`config.mk`:
```
export PLATFORM = sky130hd
export DESIGN_NAME = moving_linear_regression_endpoint
export DESIGN_NICKNAME = d
export VERILOG_FILES = /design/src/sv/mlre_pkg.sv /design/src/sv/moving_linear_regression_endpoint.sv
export SDC_FILE = /design/constraint.sdc
export NUM_CORES = 2
export LEC_CHECK = 0
export BUFFER_PORTS_ARGS = -buffer_cell sky130_fd_sc_hd__buf_2
export CAP_MARGIN = 20
export CORE_AREA = 2 2 409 817
export DETAILED_ROUTE_END_ITERATION = 12
export DIE_AREA = 0 0 411 819
export PLACE_DENSITY = 0.49
export REMOVE_ABC_BUFFERS = 1
export SYNTH_ARGS = -nofsm -noshare
export SYNTH_HDL_FRONTEND = slang
export SYNTH_SLANG_ARGS = --single-unit
```
`constraint.sdc`:
```
create_clock -name clk -period 6.8 [get_ports clk]
set_input_delay 1.7 -clock clk [delete_from_list [all_inputs] [get_ports clk]]
set_output_delay 1.7 -clock clk [all_outputs]
set_load 0.005 [all_outputs]
```
`src/sv/mlre_pkg.sv`:
```
// Package for the moving linear-regression endpoint.
// Holds the register map, field widths and reset values; no dependencies.
`default_nettype none

package mlre_pkg;

  // Field widths of the stream payloads.
  localparam int SAMPLE_W = 32;
  localparam int WLEN_W   = 7;

  // Window depth default and the shortest usable window.
  localparam int DEF_MAX_WINDOW = 64;
  localparam int MIN_WINDOW     = 2;

  // Configuration register map (byte addresses).
  localparam int            PADDR_W          = 3;
  localparam logic [2:0]    ADDR_WINDOW_LEN  = 3'd0;
  localparam logic [6:0]    WINDOW_LEN_RESET = 7'd14;

endpackage : mlre_pkg

`default_nettype wire

```
`src/sv/moving_linear_regression_endpoint.sv`:
```
// Least-squares moving regression endpoint: sample window memory, running sums,
// numerator build and a restoring divider, all under one small sequencer.
// Depends on mlre_pkg.
//
// Each accepted item is one signed Q16.16 price sample. It is stored in a
// circular window memory, then the last N samples are read back newest first,
// one per cycle, while one adder pair forms the sum of samples and the
// weighted sum (the weighted sum is built as a sum of prefix sums, so no
// multiplier is needed in that loop). A multiply step and a subtract
// step form the numerator 6*Sxy - 2*(N+1)*Sy, and a restoring divider
// produces one quotient bit per cycle over NUM_W bits. s_tready stays low
// from the acceptance of an item until its result is loaded into the
// output register. The result waits there, so a new item is taken while the
// last result is still pending. The window memory needs no clearing pass:
// slots never written since reset are masked to zero by the fill count.
`default_nettype none

module moving_linear_regression_endpoint
  import mlre_pkg::*;
#(
  parameter int MAX_WINDOW = DEF_MAX_WINDOW
) (
  input  wire logic                  clk,
  input  wire logic                  rst,
  // Input stream. s_tdata: close_price[31:0].
  input  wire logic                  s_tvalid,
  output logic                       s_tready,
  input  wire logic [SAMPLE_W-1:0]   s_tdata,
  // Output stream. m_tdata: regression_value[31:0]; m_tuser: window_full[0].
  output logic                       m_tvalid,
  input  wire logic                  m_tready,
  output logic [SAMPLE_W-1:0]        m_tdata,
  output logic                       m_tuser,
  // Configuration port.
  input  wire logic                  psel,
  input  wire logic                  penable,
  input  wire logic                  pwrite,
  input  wire logic [PADDR_W-1:0]    paddr,
  input  wire logic [31:0]           pwdata,
  output logic [31:0]                prdata,
  output logic                       pready
);

  localparam int PTR_W  = (MAX_WINDOW > 1) ? $clog2(MAX_WINDOW) : 1;
  localparam int CNT_W  = $clog2(MAX_WINDOW + 1);
  localparam int SY_W   = SAMPLE_W + CNT_W;
  localparam int SXY_W  = SAMPLE_W + 2 * CNT_W;
  localparam int PROD_W = SY_W + CNT_W + 2;
  localparam int NUM_W  = SXY_W + 4;
  localparam int DEN_W  = 2 * CNT_W + 1;
  localparam int BIT_W  = $clog2(NUM_W + 1);

  localparam logic [2:0] ST_IDLE = 3'd0;
  localparam logic [2:0] ST_LOOP = 3'd1;
  localparam logic [2:0] ST_MUL  = 3'd2;
  localparam logic [2:0] ST_SUB  = 3'd3;
  localparam logic [2:0] ST_DIV  = 3'd4;
  localparam logic [2:0] ST_FIN  = 3'd5;

  logic [2:0]           state;
  logic [WLEN_W-1:0]    window_length;
  logic [PTR_W-1:0]     write_slot;
  logic [CNT_W-1:0]     samples_seen;
  logic [PTR_W-1:0]     rd_ptr;
  logic [CNT_W-1:0]     issue_cnt;
  logic                 pend;
  logic                 rd_live;
  logic [SAMPLE_W-1:0]  rd_data;
  logic [CNT_W-1:0]     n_reg;
  logic signed [SY_W-1:0]   sy;
  logic signed [SXY_W-1:0]  sxy;
  logic signed [SY_W-1:0]   sy_next;
  logic signed [PROD_W-1:0] prod;
  logic [DEN_W-1:0]     den;
  logic                 neg;
  logic [NUM_W-1:0]     quo;
  logic [DEN_W-1:0]     rem;
  logic [BIT_W-1:0]     bit_cnt;
  logic [SAMPLE_W-1:0]  mem [MAX_WINDOW];

  logic                 in_acc;
  logic                 issue;
  logic [CNT_W-1:0]     n_eff;
  logic signed [NUM_W-1:0] num;
  logic [DEN_W:0]       rem_shift;
  logic [SAMPLE_W-1:0]  sat_value;
  logic                 out_free;

  assign pready   = 1'b1;
  assign s_tready = (state == ST_IDLE);
  assign in_acc   = s_tvalid && s_tready;
  assign issue    = (state == ST_LOOP) && (issue_cnt < n_reg);
  assign out_free = !m_tvalid || m_tready;

  // Effective window length, clamped to the supported range.
  always_comb begin
    if (window_length < WLEN_W'(MIN_WINDOW)) begin
      n_eff = CNT_W'(MIN_WINDOW);
    end else if (32'(window_length) > 32'(MAX_WINDOW)) begin
      n_eff = CNT_W'(MAX_WINDOW);
    end else begin
      n_eff = CNT_W'(window_length);
    end
  end

  // Configuration register write and readback.
  always_ff @(posedge clk) begin
    if (rst) begin
      window_length <= WINDOW_LEN_RESET;
    end else if (psel && penable && pwrite && pready && paddr == ADDR_WINDOW_LEN) begin
      window_length <= pwdata[WLEN_W-1:0];
    end
  end

  assign prdata = (paddr == ADDR_WINDOW_LEN) ? {{(32 - WLEN_W){1'b0}}, window_length} : 32'd0;

  // Window memory: one write port for new samples, one registered read port.
  always_ff @(posedge clk) begin
    if (in_acc) begin
      mem[write_slot] <= s_tdata;
    end
    if (issue) begin
      rd_data <= mem[rd_ptr];
    end
  end

  // Running sums: the weighted sum is the sum of the newest-first prefix sums.
  assign sy_next = rd_live ? sy + SY_W'($signed(rd_data)) : sy;

  // Numerator and divider step.
  assign num       = (NUM_W'(sxy) <<< 2) + (NUM_W'(sxy) <<< 1) - (NUM_W'(prod) <<< 1);
  assign rem_shift = {rem, quo[NUM_W-1]};

  // Truncated quotient, saturated to the sample range.
  always_comb begin
    if (!neg && quo > NUM_W'(32'h7FFF_FFFF)) begin
      sat_value = 32'h7FFF_FFFF;
    end else if (neg && quo > NUM_W'(33'h0_8000_0000)) begin
      sat_value = 32'h8000_0000;
    end else if (neg) begin
      sat_value = -quo[SAMPLE_W-1:0];
    end else begin
      sat_value = quo[SAMPLE_W-1:0];
    end
  end

  // Sequencer and datapath registers.
  always_ff @(posedge clk) begin
    if (rst) begin
      state        <= ST_IDLE;
      write_slot   <= '0;
      samples_seen <= '0;
      m_tvalid     <= 1'b0;
      pend         <= 1'b0;
      issue_cnt    <= '0;
      bit_cnt      <= '0;
    end else begin
      // A taken result clears valid unless the next one is loaded in the same cycle.
      if (m_tvalid && m_tready && state != ST_FIN) begin
        m_tvalid <= 1'b0;
      end
      case (state)
        ST_IDLE: begin
          if (in_acc) begin
            rd_ptr     <= write_slot;
            write_slot <= (write_slot == PTR_W'(MAX_WINDOW - 1)) ? '0 : write_slot + 1'b1;
            if (samples_seen < CNT_W'(MAX_WINDOW)) begin
              samples_seen <= samples_seen + 1'b1;
            end
            n_reg     <= n_eff;
            issue_cnt <= '0;
            pend      <= 1'b0;
            sy        <= '0;
            sxy       <= '0;
            state     <= ST_LOOP;
          end
        end
        ST_LOOP: begin
          if (issue) begin
            rd_live   <= CNT_W'(rd_ptr) < samples_seen;
            rd_ptr    <= (rd_ptr == '0) ? PTR_W'(MAX_WINDOW - 1) : rd_ptr - 1'b1;
            issue_cnt <= issue_cnt + 1'b1;
          end
          pend <= issue;
          if (pend) begin
            sy  <= sy_next;
            sxy <= sxy + SXY_W'(sy_next);
            if (!issue) begin
              state <= ST_MUL;
            end
          end
        end
        ST_MUL: begin
          prod  <= sy * $signed({2'b00, n_reg} + (CNT_W + 2)'(1));
          den   <= DEN_W'(n_reg) * (DEN_W'(n_reg) + DEN_W'(1));
          state <= ST_SUB;
        end
        ST_SUB: begin
          neg     <= num[NUM_W-1];
          quo     <= num[NUM_W-1] ? -num : num;
          rem     <= '0;
          bit_cnt <= '0;
          state   <= ST_DIV;
        end
        ST_DIV: begin
          if (rem_shift >= {1'b0, den}) begin
            rem <= DEN_W'(rem_shift - {1'b0, den});
            quo <= {quo[NUM_W-2:0], 1'b1};
          end else begin
            rem <= rem_shift[DEN_W-1:0];
            quo <= {quo[NUM_W-2:0], 1'b0};
          end
          bit_cnt <= bit_cnt + 1'b1;
          if (bit_cnt == BIT_W'(NUM_W - 1)) begin
            state <= ST_FIN;
          end
        end
        ST_FIN: begin
          if (out_free) begin
            m_tvalid <= 1'b1;
            m_tdata  <= sat_value;
            m_tuser  <= samples_seen >= n_reg;
            state    <= ST_IDLE;
          end
        end
        default: begin
          state <= ST_IDLE;
        end
      endcase
    end
  end

  // A new item is never taken in the cycle right after one was accepted.
  a_busy_after_accept : assert property (@(posedge clk) disable iff (rst)
    (s_tvalid && s_tready) |=> !s_tready)
    else $error("item accepted while the previous one was still at work");

  // The read loop never runs past the window length.
  a_issue_bound : assert property (@(posedge clk) disable iff (rst)
    (state == ST_LOOP) |-> (issue_cnt <= n_reg))
    else $error("window read ran past the window length");

  // The fill count saturates at the window depth.
  a_fill_bound : assert property (@(posedge clk) disable iff (rst)
    samples_seen <= CNT_W'(MAX_WINDOW))
    else $error("fill count beyond the window depth");

  // The divider remainder stays below the divisor.
  a_rem_bound : assert property (@(posedge clk) disable iff (rst)
    (state == ST_DIV) |-> (rem < den))
    else $error("divider remainder not below the divisor");

  // A result only appears after the divider has finished.
  a_out_source : assert property (@(posedge clk) disable iff (rst)
    $rose(m_tvalid) |-> ($past(state) == ST_FIN))
    else $error("result shown without a finished division");

endmodule : moving_linear_regression_endpoint

`default_nettype wire

```
==> out/summary.txt <==
=================================================================================================
Run status                                                                           finished clean
Number of buffers added for setup after CTS                                                     0
Count of max-cap constraint violations                                                          0
Arrival time reported for the critical path endpoint                                      6950 ps
Total Power                                                                               51.5 mW
Compound-Gate Fraction of Synth Area                                                       0.0751
DIE HEIGHT                                                                                 819 um
Count of buffers from port buffering                                                           90
Antenna violations before repair                                                                8
Starting density of the core                                                                0.349
Setup slack of the critical path after layout                                              423 ps
CTS Buffer Depth                                                                                4
Per-cell via count in the routed design                                                      5.27
Dominant combinational cell family by area after synthesis                           multiplexers
Worst vdd ir                                                                               342 uV
Commonest non-fill, non-tap cell in the layout                                           edfxtp_1
Area of combinational cells with multiple inputs                                       41400 um^2
Biggest regs                                                                         mem: 2048 flops, quo: 50 flops, prod: 48 flops
Vias in the first global route                                                              67778
Peak Freq                                                                               0.157 GHz
P_sw                                                                                      18.5 mW
Largest net degree at the start of global routing                                             112
Residual DRC count                                                                              0
Number of warnings printed during yosys synthesis                                               0
Worst path depth                                                                               27
Die Footprint                                                                         337000 um^2
Number of buffers created by CTS                                                              229
Clock Sink Count                                                                             2378
Area growth from synthesis to layout                                                        13.3%
Tightest Pin Transition                                                                   1190 ps
I/O pins                                                                                      142
Routed len/inst                                                                           25.7 um
Category of the worst setup path launch point                                           flip-flop
Number of instances in the synthesized netlist                                               7821
Async set-reset flop share out of synthesis                                                     0
Proportion of layout cells with a drive suffix above 1                                      0.158
Register clock-pin slew on the reported worst setup and hold paths                          70 ps
Gr ovfl total                                                                                   0
Routability congestion estimate                                                             0.821
Post-Synth Adder-Cell Area                                                                 0.0885
Flop and latch count out of synthesis                                                        2378
Hold bufs inserted after CTS                                                                    0
Estimated wirelength of the detail-placed design                                        207000 um
Final period utilization                                                                    0.938
Share of cell area taken by muxes after synthesis                                           0.107
Data required time at the worst endpoint                                                  7370 ps
Cell depth of the worst min-delay path                                                          2
Slew HR                                                                                     0.207
Critical path capture point type                                                        flip-flop
Later-pin clock latency in the skew report                                                 940 ps
Type of the worst setup path                                                         flip-flop to flip-flop
Count of pins over their slew limit                                                             0
Finish-stage setup viols                                                                        0
Leakage power of the design                                                               46.3 nW
Combinational fraction of design power                                                      0.416
Switching part of the total                                                                 0.360
Largest register by flop count                                                                mem
XOR/XNOR share of the synthesized area                                                     0.0175
Sequential-to-total area share from yosys stat                                              0.616
First-pass GRT wire length                                                              476000 um
Total buffers and inverters traversed by the critical path                                      7
Number of nets in the layout                                                                 8824
Core Rows                                                                                     299
Part of the power in registers                                                              0.338
FF/Latch Area                                                                          71000 um^2
R2r worst-path depth                                                                           27
Number of fill cells                                                                        30875
CTS Root Cell                                                                           clkbuf_16
Family of cells with the greatest summed delay on the critical path                   adder cells
Basic-gate share of the synthesized area counting and, or, nand and nor cells              0.0634
Most frequent cells in the layout                                                    edfxtp_1 (2340), inv_1 (589), a21oi_1 (414), nor2_1 (379), mux2i_1 (376)
Number of distinct library cell variants in the gate-level netlist after synthesis             95
Mean cell area of the mapped netlist                                                    14.8 um^2
Worst-path maximum fanout                                                                       7
Detailed-route wire length                                                              326000 um
Total iterations of the first detailed-routing run                                              6
Initial DRC count                                                                            6018
Max incr delay on CP                                                                       550 ps
Class of the tightest hold or removal check                                          flip-flop to flip-flop
Setup repair after global routing missed its margin                                         false
Width of the chip                                                                          411 um
Share of total power in the clock network                                                   0.245
Core area                                                                             331000 um^2
H-Tree Depth                                                                                    4
Hold violation count in the final report                                                        0
Top FF cell, synth                                                                       edfxtp_1
Crit-path slowest cell                                                                       fa_1
Overall fraction of global-route tracks in use                                              0.193
Internal portion of total power                                                           33.0 mW
Total vias in the final route                                                               66842
Number of flip-flops under the largest register name                                         2048
Worst clock skew on the final layout                                                       122 ps
Syn Std Cell Area                                                                     115000 um^2
Setup WS pre-CTS                                                                         -36.2 ps
Number of antenna-violating nets in the routed design                                           0
TritonCTS clock tree                                                                         done
Total power divided by cell area                                                      394 nW/um^2
Min Tclk post-route                                                                       6380 ps
Post-synth EDFFs                                                                             2340
=================================================================================================
## per-layer routing
metal	up-vias	GRT usage	routed length, um
met5	-	0	0
met4	0	0.0423	6960
met3	310	0.0195	14000
met2	1575	0.330	161000
met1	34863	0.264	144000
li1	30094	-	-
## cell families (layout without fill, tap and decap cells)
family / after synthesis / count (layout)
xor gates and xnor gates: 231 / 231
adders and majority gates: 626 / 626
buffers and inverters: 959 / 1418
and+or+nand+nor: 1483 / 1483
AOI/OAI and AO/OA: 1341 / 1341
DFF: 2378 / 2378
other: 2 / 32
muxes: 801 / 801
## synth_stat cells, types with 9 or more instances
library cell     n  area (um^2)
nand4_1         30          188
o21a_1          45          338
a211o_1          9         78.8
and2_1         102          638
a22oi_1         21          158
nor3b_1         11         82.6
o31ai_1         10         75.1
a211oi_1        28          210
fa_1           317         6350
clkbuf_1       256          961
nor4_1          22          138
buf_1           69          259
mux4_2         341         7680
buf_2           11         55.1
o311ai_0        10         87.6
nor3_1          75          375
inv_1          591         2220
nor2b_1        184         1150
o211ai_1        17          128
o311ai_1        14          123
or3_1           26          163
a21oi_1        419         2100
a31oi_1         26          163
nor2_1         451         1690
and3_1          25          156
nand2_1        339         1270
o22ai_1         91          569
mux2i_1        376         3760
nand2b_1       100          626
o21ai_0        256         1280
mux2_2          84          946
buf_4           26          195
ha_1           309         3870
a21o_1          96          721
dfxtp_1         38          761
o21bai_1        29          218
nand3_1         53          265
or2_2           14         87.6
a21boi_0        11         82.6
o221ai_1       170         1490
xor2_1          88          771
xnor2_1        143         1250
edfxtp_1      2340        70300
## tightest hold or removal path: cells and delay by family, from the launching register on
kind,cells,cell delay (ps)
flops,1,330
compound gates,1,50
simple gates,1,60
## worst paths after layout
path,start,endpoint,slack [ps]
setup reg to reg,n_reg[0],prod[45],420
hold reg to reg,pend,pend,490
hold / removal,pend,pend,490
setup / recovery,n_reg[0],prod[45],420
## through the flow
stage               TNS, ps  area (um^2)  std cells   util  hold slack (ps)
finish                    0       131000      12674  0.395              485
global route              0       131000      12669  0.395              508
CTS                       0       130000      12660  0.394              485
detailed placement    -36.2       123000      12249  0.373              477
global placement      -68.6       123000      12247  0.372              471
floorplan           -746180       114000       7481      -              446
## layout make-up
type	count	share of cell area
flip-flops and latches	2378	0.544
multi-input cells	4508	0.317
clock buffers	263	0.0452
well taps	4364	0.0418
repair buffers	412	0.0254
inverters	595	0.0171
clock inverters	148	0.0101
diodes	6	0.000115
## power by group through the flow
| stage | Combinational, mW | Clock (mW) | Sequential (mW) |
|---|---|---|---|
| global placement | 21.5 | 0 | 17.8 |
| global route | 24.1 | 13.5 | 17.5 |
| finish | 21.5 | 12.6 | 17.4 |
| detailed placement | 21.5 | 0 | 17.8 |
| CTS | 21.7 | 12.9 | 17.4 |
| floorplan | 15.0 | 0 | 18.1 |
## what timing repair did
action	in CTS	in global routing
cloned	0	0
gates resized for setup	2	31
endpoints found under the setup margin	3	15
pin swaps	0	4
(Power assumes the default switching activity.)
